$ cat src/design/lkvc_pkg.sv
// ----------------------------------------------------------------------------
// lkvc_pkg
// Shared widths, reset values and command codes for the LRU key/value cache.
// ----------------------------------------------------------------------------
`default_nettype none

package lkvc_pkg;

  localparam int KEY_W           = 32;
  localparam int VAL_W           = 32;
  localparam int CFG_W           = 5;
  localparam int MAX_ENTRIES_DEF = 16;
  localparam logic [CFG_W-1:0] CAP_RESET = 5'd16;

  typedef enum logic {
    CMD_GET = 1'b0,
    CMD_SET = 1'b1
  } cmd_t;

endpackage

`default_nettype wire

$ cat src/design/lru_key_value_cache_top.sv
// ----------------------------------------------------------------------------
// lru_key_value_cache_top
// Fully associative key/value cache with least-recently-used replacement.
//
//   channel  dir  handshake           payload
//   s_*      in   s_tvalid/s_tready   tuser: cmd; tdata: lookup_key, write_value
//   m_*      out  m_tvalid/m_tready   tuser: hit; tdata: read_value
//   cfg_*    in   cfg_wen             cfg_wdata: capacity_in_use
//
// One word per cycle sustained while m_tready is high; a word passes an input
// register, then a result register. The key compare across all entries, the age-rank
// update and the value store write all happen between the two registers.
// Reset clears the valid marks and fill count directly; no clear pass.
// With m_tready low the result holds; the input register takes one word only if it is empty.
// ----------------------------------------------------------------------------
`default_nettype none

module lru_key_value_cache_top #(
  parameter int MAX_ENTRIES = lkvc_pkg::MAX_ENTRIES_DEF
) (
  input  wire logic                      clk,
  input  wire logic                      rst,
  input  wire logic                      s_tvalid,
  output logic                           s_tready,
  input  wire logic [63:0]               s_tdata,   // [31:0] lookup_key, [63:32] write_value
  input  wire logic                      s_tuser,   // [0] cmd
  output logic                           m_tvalid,
  input  wire logic                      m_tready,
  output logic [31:0]                    m_tdata,   // [31:0] read_value
  output logic                           m_tuser,   // [0] hit
  input  wire logic                      cfg_wen,
  input  wire logic [lkvc_pkg::CFG_W-1:0] cfg_wdata
);
  import lkvc_pkg::*;

  localparam int IDX_W = (MAX_ENTRIES > 1) ? $clog2(MAX_ENTRIES) : 1;
  localparam int CNT_W = $clog2(MAX_ENTRIES + 1);
  localparam int CAP_W = (CNT_W > CFG_W) ? CNT_W : CFG_W;

  // configuration
  logic [CFG_W-1:0] cap;

  always_ff @(posedge clk) begin
    if (rst) begin
      cap <= CAP_RESET;
    end else if (cfg_wen) begin
      cap <= cfg_wdata;
    end
  end

  // input register
  logic             in_valid;
  cmd_t             in_cmd;
  logic [KEY_W-1:0] in_key;
  logic [VAL_W-1:0] in_val;
  logic             advance;
  logic             proc;

  assign advance  = !m_tvalid || m_tready;
  assign proc     = in_valid && advance;
  assign s_tready = !in_valid || advance;

  always_ff @(posedge clk) begin
    if (rst) begin
      in_valid <= 1'b0;
    end else if (s_tready) begin
      in_valid <= s_tvalid;
    end
  end

  always_ff @(posedge clk) begin
    if (s_tvalid && s_tready) begin
      in_cmd <= cmd_t'(s_tuser);
      in_key <= s_tdata[KEY_W-1:0];
      in_val <= s_tdata[KEY_W+VAL_W-1:KEY_W];
    end
  end

  // entry state
  logic [MAX_ENTRIES-1:0] valid;
  logic [KEY_W-1:0]       key  [MAX_ENTRIES];
  logic [IDX_W-1:0]       rank [MAX_ENTRIES];
  logic [CNT_W-1:0]       fill;
  logic [VAL_W-1:0]       value_mem [MAX_ENTRIES];

  // lookup
  logic [MAX_ENTRIES-1:0] match;
  logic [MAX_ENTRIES-1:0] hit_oh;
  logic [MAX_ENTRIES-1:0] free_oh;
  logic [MAX_ENTRIES-1:0] evict_cand;
  logic [MAX_ENTRIES-1:0] evict_oh;
  logic [MAX_ENTRIES-1:0] ins_oh;
  logic                   hit_any;
  logic [IDX_W-1:0]       hit_idx;
  logic [IDX_W-1:0]       ins_idx;
  logic [IDX_W-1:0]       hit_rank;
  logic [CNT_W-1:0]       lru_rank;
  logic [CAP_W-1:0]       cap_eff;
  logic                   full;

  always_comb begin
    if (cap == '0) begin
      cap_eff = CAP_W'(1);
    end else if (CAP_W'(cap) > CAP_W'(MAX_ENTRIES)) begin
      cap_eff = CAP_W'(MAX_ENTRIES);
    end else begin
      cap_eff = CAP_W'(cap);
    end
  end

  assign full     = CAP_W'(fill) >= cap_eff;
  assign lru_rank = fill - CNT_W'(1);

  always_comb begin
    for (int i = 0; i < MAX_ENTRIES; i++) begin
      match[i]      = valid[i] && (key[i] == in_key);
      evict_cand[i] = valid[i] && (CNT_W'(rank[i]) == lru_rank);
    end
  end

  // lowest set bit of match and evict_cand, lowest clear bit of valid
  assign hit_oh   = match & (~match + MAX_ENTRIES'(1));
  assign free_oh  = ~valid & (valid + MAX_ENTRIES'(1));
  assign evict_oh = evict_cand & (~evict_cand + MAX_ENTRIES'(1));
  assign ins_oh   = full ? evict_oh : free_oh;
  assign hit_any  = |match;

  always_comb begin
    hit_idx  = '0;
    ins_idx  = '0;
    hit_rank = '0;
    for (int i = 0; i < MAX_ENTRIES; i++) begin
      if (hit_oh[i]) begin
        hit_idx  = hit_idx | IDX_W'(i);
        hit_rank = hit_rank | rank[i];
      end
      if (ins_oh[i]) begin
        ins_idx = ins_idx | IDX_W'(i);
      end
    end
  end

  // state update
  logic do_insert;
  assign do_insert = proc && !hit_any && (in_cmd == CMD_SET);

  always_ff @(posedge clk) begin
    if (rst) begin
      valid <= '0;
      fill  <= '0;
      for (int i = 0; i < MAX_ENTRIES; i++) begin
        rank[i] <= '0;
      end
    end else if (proc) begin
      if (hit_any) begin
        for (int i = 0; i < MAX_ENTRIES; i++) begin
          if (hit_oh[i]) begin
            rank[i] <= '0;
          end else if (valid[i] && rank[i] < hit_rank) begin
            rank[i] <= rank[i] + IDX_W'(1);
          end
        end
      end else if (in_cmd == CMD_SET) begin
        for (int i = 0; i < MAX_ENTRIES; i++) begin
          if (ins_oh[i]) begin
            valid[i] <= 1'b1;
            rank[i]  <= '0;
          end else if (valid[i]) begin
            rank[i] <= rank[i] + IDX_W'(1);
          end
        end
        if (!full) begin
          fill <= fill + CNT_W'(1);
        end
      end
    end
  end

  always_ff @(posedge clk) begin
    for (int i = 0; i < MAX_ENTRIES; i++) begin
      if (do_insert && ins_oh[i]) begin
        key[i] <= in_key;
      end
    end
  end

  // value store: one write port, one registered read port
  logic             mem_we;
  logic [IDX_W-1:0] mem_waddr;
  logic [VAL_W-1:0] rdata;

  assign mem_we    = proc && (in_cmd == CMD_SET);
  assign mem_waddr = hit_any ? hit_idx : ins_idx;

  always_ff @(posedge clk) begin
    if (mem_we) begin
      value_mem[mem_waddr] <= in_val;
    end
    if (proc) begin
      rdata <= value_mem[hit_idx];
    end
  end

  // result register
  logic out_use_mem;

  always_ff @(posedge clk) begin
    if (rst) begin
      m_tvalid <= 1'b0;
    end else if (advance) begin
      m_tvalid <= in_valid;
    end
  end

  always_ff @(posedge clk) begin
    if (proc) begin
      m_tuser     <= hit_any;
      out_use_mem <= hit_any && (in_cmd == CMD_GET);
    end
  end

  assign m_tdata = out_use_mem ? rdata : '1;

endmodule

`default_nettype wire

$ cat config.mk
export PLATFORM = sky130hd
export DESIGN_NAME = lru_key_value_cache_top
export DESIGN_NICKNAME = d
export VERILOG_FILES = /design/src/design/lkvc_pkg.sv /design/src/design/lru_key_value_cache_top.sv
export SDC_FILE = /design/constraint.sdc
export NUM_CORES = 2
export LEC_CHECK = 0
export BUFFER_PORTS_ARGS = -buffer_cell sky130_fd_sc_hd__buf_2
export CORE_MARGIN = 2
export CORE_UTILIZATION = 57
export DETAILED_ROUTE_END_ITERATION = 10
export PLACE_DENSITY_LB_ADDON = 0.08
export SETUP_SLACK_MARGIN = 0.15
export SYNTH_ARGS = -nofsm -noshare
export SYNTH_HDL_FRONTEND = slang
export SYNTH_SLANG_ARGS = --single-unit
$ cat constraint.sdc
create_clock -name clk -period 6.29 [get_ports clk]
set_clock_uncertainty 0.2 [all_clocks]
set_input_delay 0.3145 -clock clk [delete_from_list [all_inputs] [get_ports clk]]
set_output_delay 0.3145 -clock clk [all_outputs]
set_load 0.02 [all_outputs]
* Yosys cells after proc, flatten, opt, wreduce, memory -nomap -nowiden
Memory sizes are Yosys's and may differ from the RTL's. A register that Yosys moved wholly into a read port is not among the register bits.
Cells that the tools add are included.
W data, S select, Z words.
** Storage, ports and cells
- Flip-flop bits (word level) :: 95
- RAM bits :: 1088
- Output and inout bits :: 35
- Logic and storage cells :: 876
- Input port bits :: 75
- Memories :: 3
** Memory list
- key :: depth 16, bits a word 32, rd ports 16, clocked after Yosys merged registers in 0, write ports 1, line lru_key_value_cache_top.sv:81 : logic [KEY_W-1:0] key [MAX_ENTRIES];
- value_mem :: depth 16, bits a word 32, rd ports 1, clocked after Yosys merged registers in 1, write ports 1, line lru_key_value_cache_top.sv:84 : logic [VAL_W-1:0] value_mem [MAX_ENTRIES];
- rank :: depth 16, bits a word 4, rd ports 16, clocked after Yosys merged registers in 0, write ports 16, line lru_key_value_cache_top.sv:82 : logic [IDX_W-1:0] rank [MAX_ENTRIES];
** Operators by class
- Muxes and demuxes :: 580
- $add $sub $neg :: 21
- Order comparisons :: 18
- Eq/ne operators :: 32
- Reduce and logical (&&, ||, !) cells :: 109
- Bitwise logic cells :: 88
** Operators with widths (number)
- $eq A32 B32 Y1 :: 16
- $mux W32 :: 16
- $reduce_or A32 Y1 :: 15
- $mux W4 :: 112
- $mux W1 :: 437
- $eq A4 B5 Y1 :: 16
- $logic_and A1 B1 Y1 :: 70
- $reduce_and A4 Y1 :: 17
- $add A4 B1 Y4 const B :: 16
- $lt A4 B4 Y1 :: 16
- $or A1 B1 Y1 :: 64
- $or A4 B4 Y4 :: 15
- $add A16 B1 Y16 const B :: 3
- $and A16 B16 Y16 :: 3
- $not A16 Y16 :: 3
- $mux W3 :: 8
- $mux W16 :: 1
- $reduce_or A16 Y1 :: 1
- $mux W5 :: 2
- $mux W2 :: 4
- $add A5 B1 Y5 const B :: 1
- $ge A5 B5 Y1 :: 1
- $gt A5 B5 Y1 const B :: 1
- $logic_not A5 Y1 :: 1
- 4 further kinds :: 9

* Depth between registers and ports, before layout
An unclocked memory read counts as a cell.
- Depth in word-level cells :: 48
- Depth in mapped cells :: 23
- Gate-level depth less buffers :: 19

* Worst setup path before layout
OpenSTA, ideal clock, no wires.
- Path type :: register to register
- Start :: register fill[0]
- End :: memory value_mem[9][0], enable pin
- Setup time :: 0.421 ns
- Path buffers :: 4
- Clock period less this slack :: 6.387 ns
- Required time :: 5.669 ns
- Cell stages (with the launch flop) :: 17
- Arrival :: 5.766 ns
- Path slack :: -0.097 ns
- Cell sequence :: dfxtp_1 -> buf_2 -> buf_1 -> inv_1 -> ha_1 -> clkbuf_1 -> buf_2 -> xor2_1 -> nand4_1 -> nor3_1 -> or3_1 -> nor3_1 -> o21bai_1 -> or4_1 -> o22a_1 -> or3_1 -> nor2_1
** On the way
- Cells in the longest elaborated chain, start to end :: 23
- Elaborated cells between the ends (all ways) :: 54
- Classes of those cells :: 2 x add/sub; 1 x order compare; 16 x eq/ne; 17 x mux; 2 x bitwise; 16 x reduce/logical
** Ends and longest elaborated chain
- from (decl) :: line lru_key_value_cache_top.sv:83 : logic [CNT_W-1:0] fill;
- from (signal assigned) :: line lru_key_value_cache_top.sv:173 : fill <= fill + CNT_W'(1);
- $sub A5 B1 Y5 (*) :: line lru_key_value_cache_top.sv:112 : assign lru_rank = fill - CNT_W'(1);
- net lru_rank[0] :: line lru_key_value_cache_top.sv:97 : logic [CNT_W-1:0] lru_rank;
- $eq A4 B5 Y1 :: line lru_key_value_cache_top.sv:117 : evict_cand[i] = valid[i] && (CNT_W'(rank[i]) == lru_rank);
- $logic_and A1 B1 Y1 :: line lru_key_value_cache_top.sv:117
- $not A16 Y16 :: line lru_key_value_cache_top.sv:124 : assign evict_oh = evict_cand & (~evict_cand + MAX_ENTRIES'(1));
- $add A16 B1 Y16 :: line lru_key_value_cache_top.sv:124
- $and A16 B16 Y16 (*) :: line lru_key_value_cache_top.sv:124
- $mux W16 (*) :: line lru_key_value_cache_top.sv:125 : assign ins_oh = full ? evict_oh : free_oh;
- $mux W1 :: line lru_key_value_cache_top.sv:137 : if (ins_oh[i]) begin
- $mux W2 (2 in series) :: line lru_key_value_cache_top.sv:137
- $mux W3 (4 in series) :: line lru_key_value_cache_top.sv:137
- $mux W4 (7 in series) :: line lru_key_value_cache_top.sv:137
- $mux W4 (*) :: line lru_key_value_cache_top.sv:137
- $mux W4 (*) :: line lru_key_value_cache_top.sv:193 : assign mem_waddr = hit_any ? hit_idx : ins_idx;
- to (decl) :: line lru_key_value_cache_top.sv:84
The timed path passes the listed nets; every way through them passes the cells marked *.

==> results.md <==
* Slowest-stage cell, CP: or4_1
* Die H at 315 um
* Most common cell on crit path: buf_4
* Antenna cell count at 0
* CTS tree: done
* Clock power share at 0.429
* Final instance area at between 0.06 and 0.07 mm2
* Synth Area in XOR/XNOR at 0.0987
* Pwr dens at 271 mW/mm2
* R2R depth at 18
* Fraction of the mapped netlist area in adder cells at 0.0161
* Post-synth top area cell: edfxtp_1
* Synth top area cells: edfxtp_1, xor2_1, xnor2_1, nand4_1, nor4_1
* Max-Cap Viols at 0
* Vias at 35,863
* Crit path max fanout at 9
* CTS buffer count at 130
* Psw at 3.76 mW
* Gr ovfl total at 0
* Area of the multi-input gates at 0.0182 mm2
* Commonest non-fill, non-tap cells in the layout: edfxtp_1, xor2_1, nand4_1, xnor2_1, nor4_1
* CORE AREA at 0.0964 mm2
* Run status: finished, final reports clean
* CTS sink count at 1,215
* CTS Buffer Depth at 3
* Slowest stage delay, CP at approximately 0.64 ns
* Comb pwr share at 0.048
* Critical Path AT at 6.19 ns
* Sequential fraction of the synthesis area at 0.655
* Cells after Synth at between 3,000 and 4,000
* Compound-cell area share of the yosys netlist at 0.0625
* Switching Fraction at 0.217
* Initial DRC count at approximately 4,600
* Yosys top cell area share at 0.645
* Slew Limit Fails at 0
* Worst setup SP type: register
* Post-synthesis simple-gate area fraction at 0.114
* Crit path required time at 6.56 ns
* ANT nets after route at 0
* Port bufs at between 100 and 150
* Nets at 4,371
* Post-route insts no fill at 5,601
* WHS Path Cells at 2
* Initial antenna violation count at 1
* Fill cell count at just under 7,000
* Worst-path clk slew at 0.06 ns
* Pre-CTS setup slack at 0.0622 ns
* Synth warn at 0
* Hold slack at ~0.073 ns
* Max IR drop VDD at roughly 290 uV
* Commonest non-fill, non-tap cell in the layout: edfxtp_1
* Synth Net Count at a little over 4,000
* DR vias/cell at 6.40
* CP Capture Type: register
* Layout cells sized above 1 at 0.151
* Final period util at 0.941
* Total Power at 17.3 mW
* Std cell rows at 114
* DR DRC count at 0
* Mux contribution to synthesized area at 0.0325
* Sequential share of power at 0.524
* Register area at 0.0362 mm2
* Unrepaired setup endpoints after global routing: no
* GRT Overall Usage at 0.311
* Core Util, Final at 0.663
* H-tree depth at 4
* Total Routed Length at 154,000 um
* Pint at about 14 mW
* Fin crit period at 5.92 ns
* Setup ws final at 0.372 ns
* Avg Cell Area, Syn at 14.2 um2
* Die X at 315 um
* Avg WL per Cell at 27.5 um
* Vias in the first global route at 35,083
* Initial Util at 0.573
* Setup CP Type: register to register
* Yosys reg bits at 1,215
* Cell variety after synth at 97
* Gpl congestion at 0.929
* Asr flop ratio synth at 0
* Combinational family with the most area after synthesis: simple AND/OR/NAND/NOR gates
* Total Negative Setup Slacks at 0 ns
* Global-route wire length before repair at 228,000 um
* DP Area at 0.0588 mm2
* Post-synth EDFFs at 1,187
* Slew margin rel. at 0.228
* Hold Vio Cnt, Final at 0
* Root Buffer: clkbuf_16
* CP cell instances: buf_4 > xor2_1 > nor4_1 > nand4_1 > or4_1 > nand4_1 > nor3_1 > buf_4 > a222oi_1 > nand3_1 > a221oi_1 > and3_1 > buf_4 > ha_1 > nand3_1 > a31oi_1 > o21ba_2 > or4_1
* Leak at 22.0 nW
* Num ports at 110
* Synthesis-to-finish area growth at 15.6%
* Die area at 0.0994 mm2
* Predominant post-synthesis flop cell: edfxtp_1
* Synth Cell Area at ~0.055 mm2
* Hold Crit Class: input port to register
* First drt pass iteration count at 7
* Endpoints failing setup at 0
* Worst slew pin tran at 1.16 ns
* Placed cell count at roughly 5,300
* Fmax at 169 MHz
* Clk_lat worst skew at 0.75 ns
* Largest net degree at the start of global routing at 99
* Post-DP HPWL at 96,000 um
-- worst max-delay path: cells and delay by family (launching register included) --
family	cells	cell delay [ns]
fa+ha+maj	1	0.15
compound gates	4	1.04
buf+inv	3	0.69
simple gates	9	2.80
flops	1	0.59
xor+xnor	1	0.17
-- flip-flops by register name, summed over array words and instances, names as in the netlist, 16 cells and up --
name and flops:
rank 64, key 512, rdata 32, value_mem 512, valid 16, in_val 32, in_key 32
-- timing repair --
| action | in CTS | in global routing |
|---|---|---|
| endpoints found under the setup margin | 12 | 66 |
| hold endpoints to repair | 97 | 0 |
| hold buffers | 82 | 0 |
| resized for setup | 2 | 14 |
| setup buffers | 7 | 2 |
-- cell usage after synthesis (75+ instances only) --
library cell,number
nor4_1,173
buf_2,99
nand3_1,120
a21oi_1,130
nand2_1,120
edfxtp_1,1187
o31ai_1,100
clkbuf_1,93
xor2_1,410
xnor2_1,183
nand4_1,200
nand2b_1,75
nor2_1,152
-- final timing paths --
check / start / to / slack (ns)
setup / recovery: in_key[8] / rank[0][4] / 0.37
hold reg to reg: valid[2] / valid[2] / 0.39
setup reg to reg: in_key[8] / rank[0][4] / 0.37
hold / removal: s_tdata[42] / in_val[10] / 0.07
-- routing by layer --
metal  vias up  GRT usage  wire length [um]
li1      15823          -                 -
met2      1847      0.459             68000
met3       261     0.0647             15400
met5         -          0                 0
met1     17932      0.467             66700
met4         0     0.0916              4150
-- logic make-up after synthesis --
logic type | Yosys count
simple gates | 1105
fa+ha+maj | 71
compound gates | 483
buf+inv | 253
flops | 1215
mux | 165
xor+xnor | 605
-- power groups by stage --
| stage | Sequential (mW) | Clock [mW] | Combinational [mW] |
|---|---|---|---|
| after detailed placement | 9.25 | 0 | 0.760 |
| after global placement | 9.25 | 0 | 0.753 |
| after CTS | 9.08 | 7.54 | 0.814 |
| after global routing | 9.09 | 7.86 | 0.883 |
| final | 9.08 | 7.44 | 0.825 |
| after floorplan | 9.22 | 0 | 0.439 |
-- final cells by class --
| cell class | instances | area share |
|---|---|---|
| sequential | 1215 | 0.567 |
| multi-input combinational | 2429 | 0.285 |
| timing repair buffer | 407 | 0.0557 |
| clock buffer | 166 | 0.0553 |
| tap | 1276 | 0.0250 |
| clock inverter | 66 | 0.00938 |
| inverter | 42 | 0.00247 |
No activity file was read; power rests on OpenSTA's default activity.
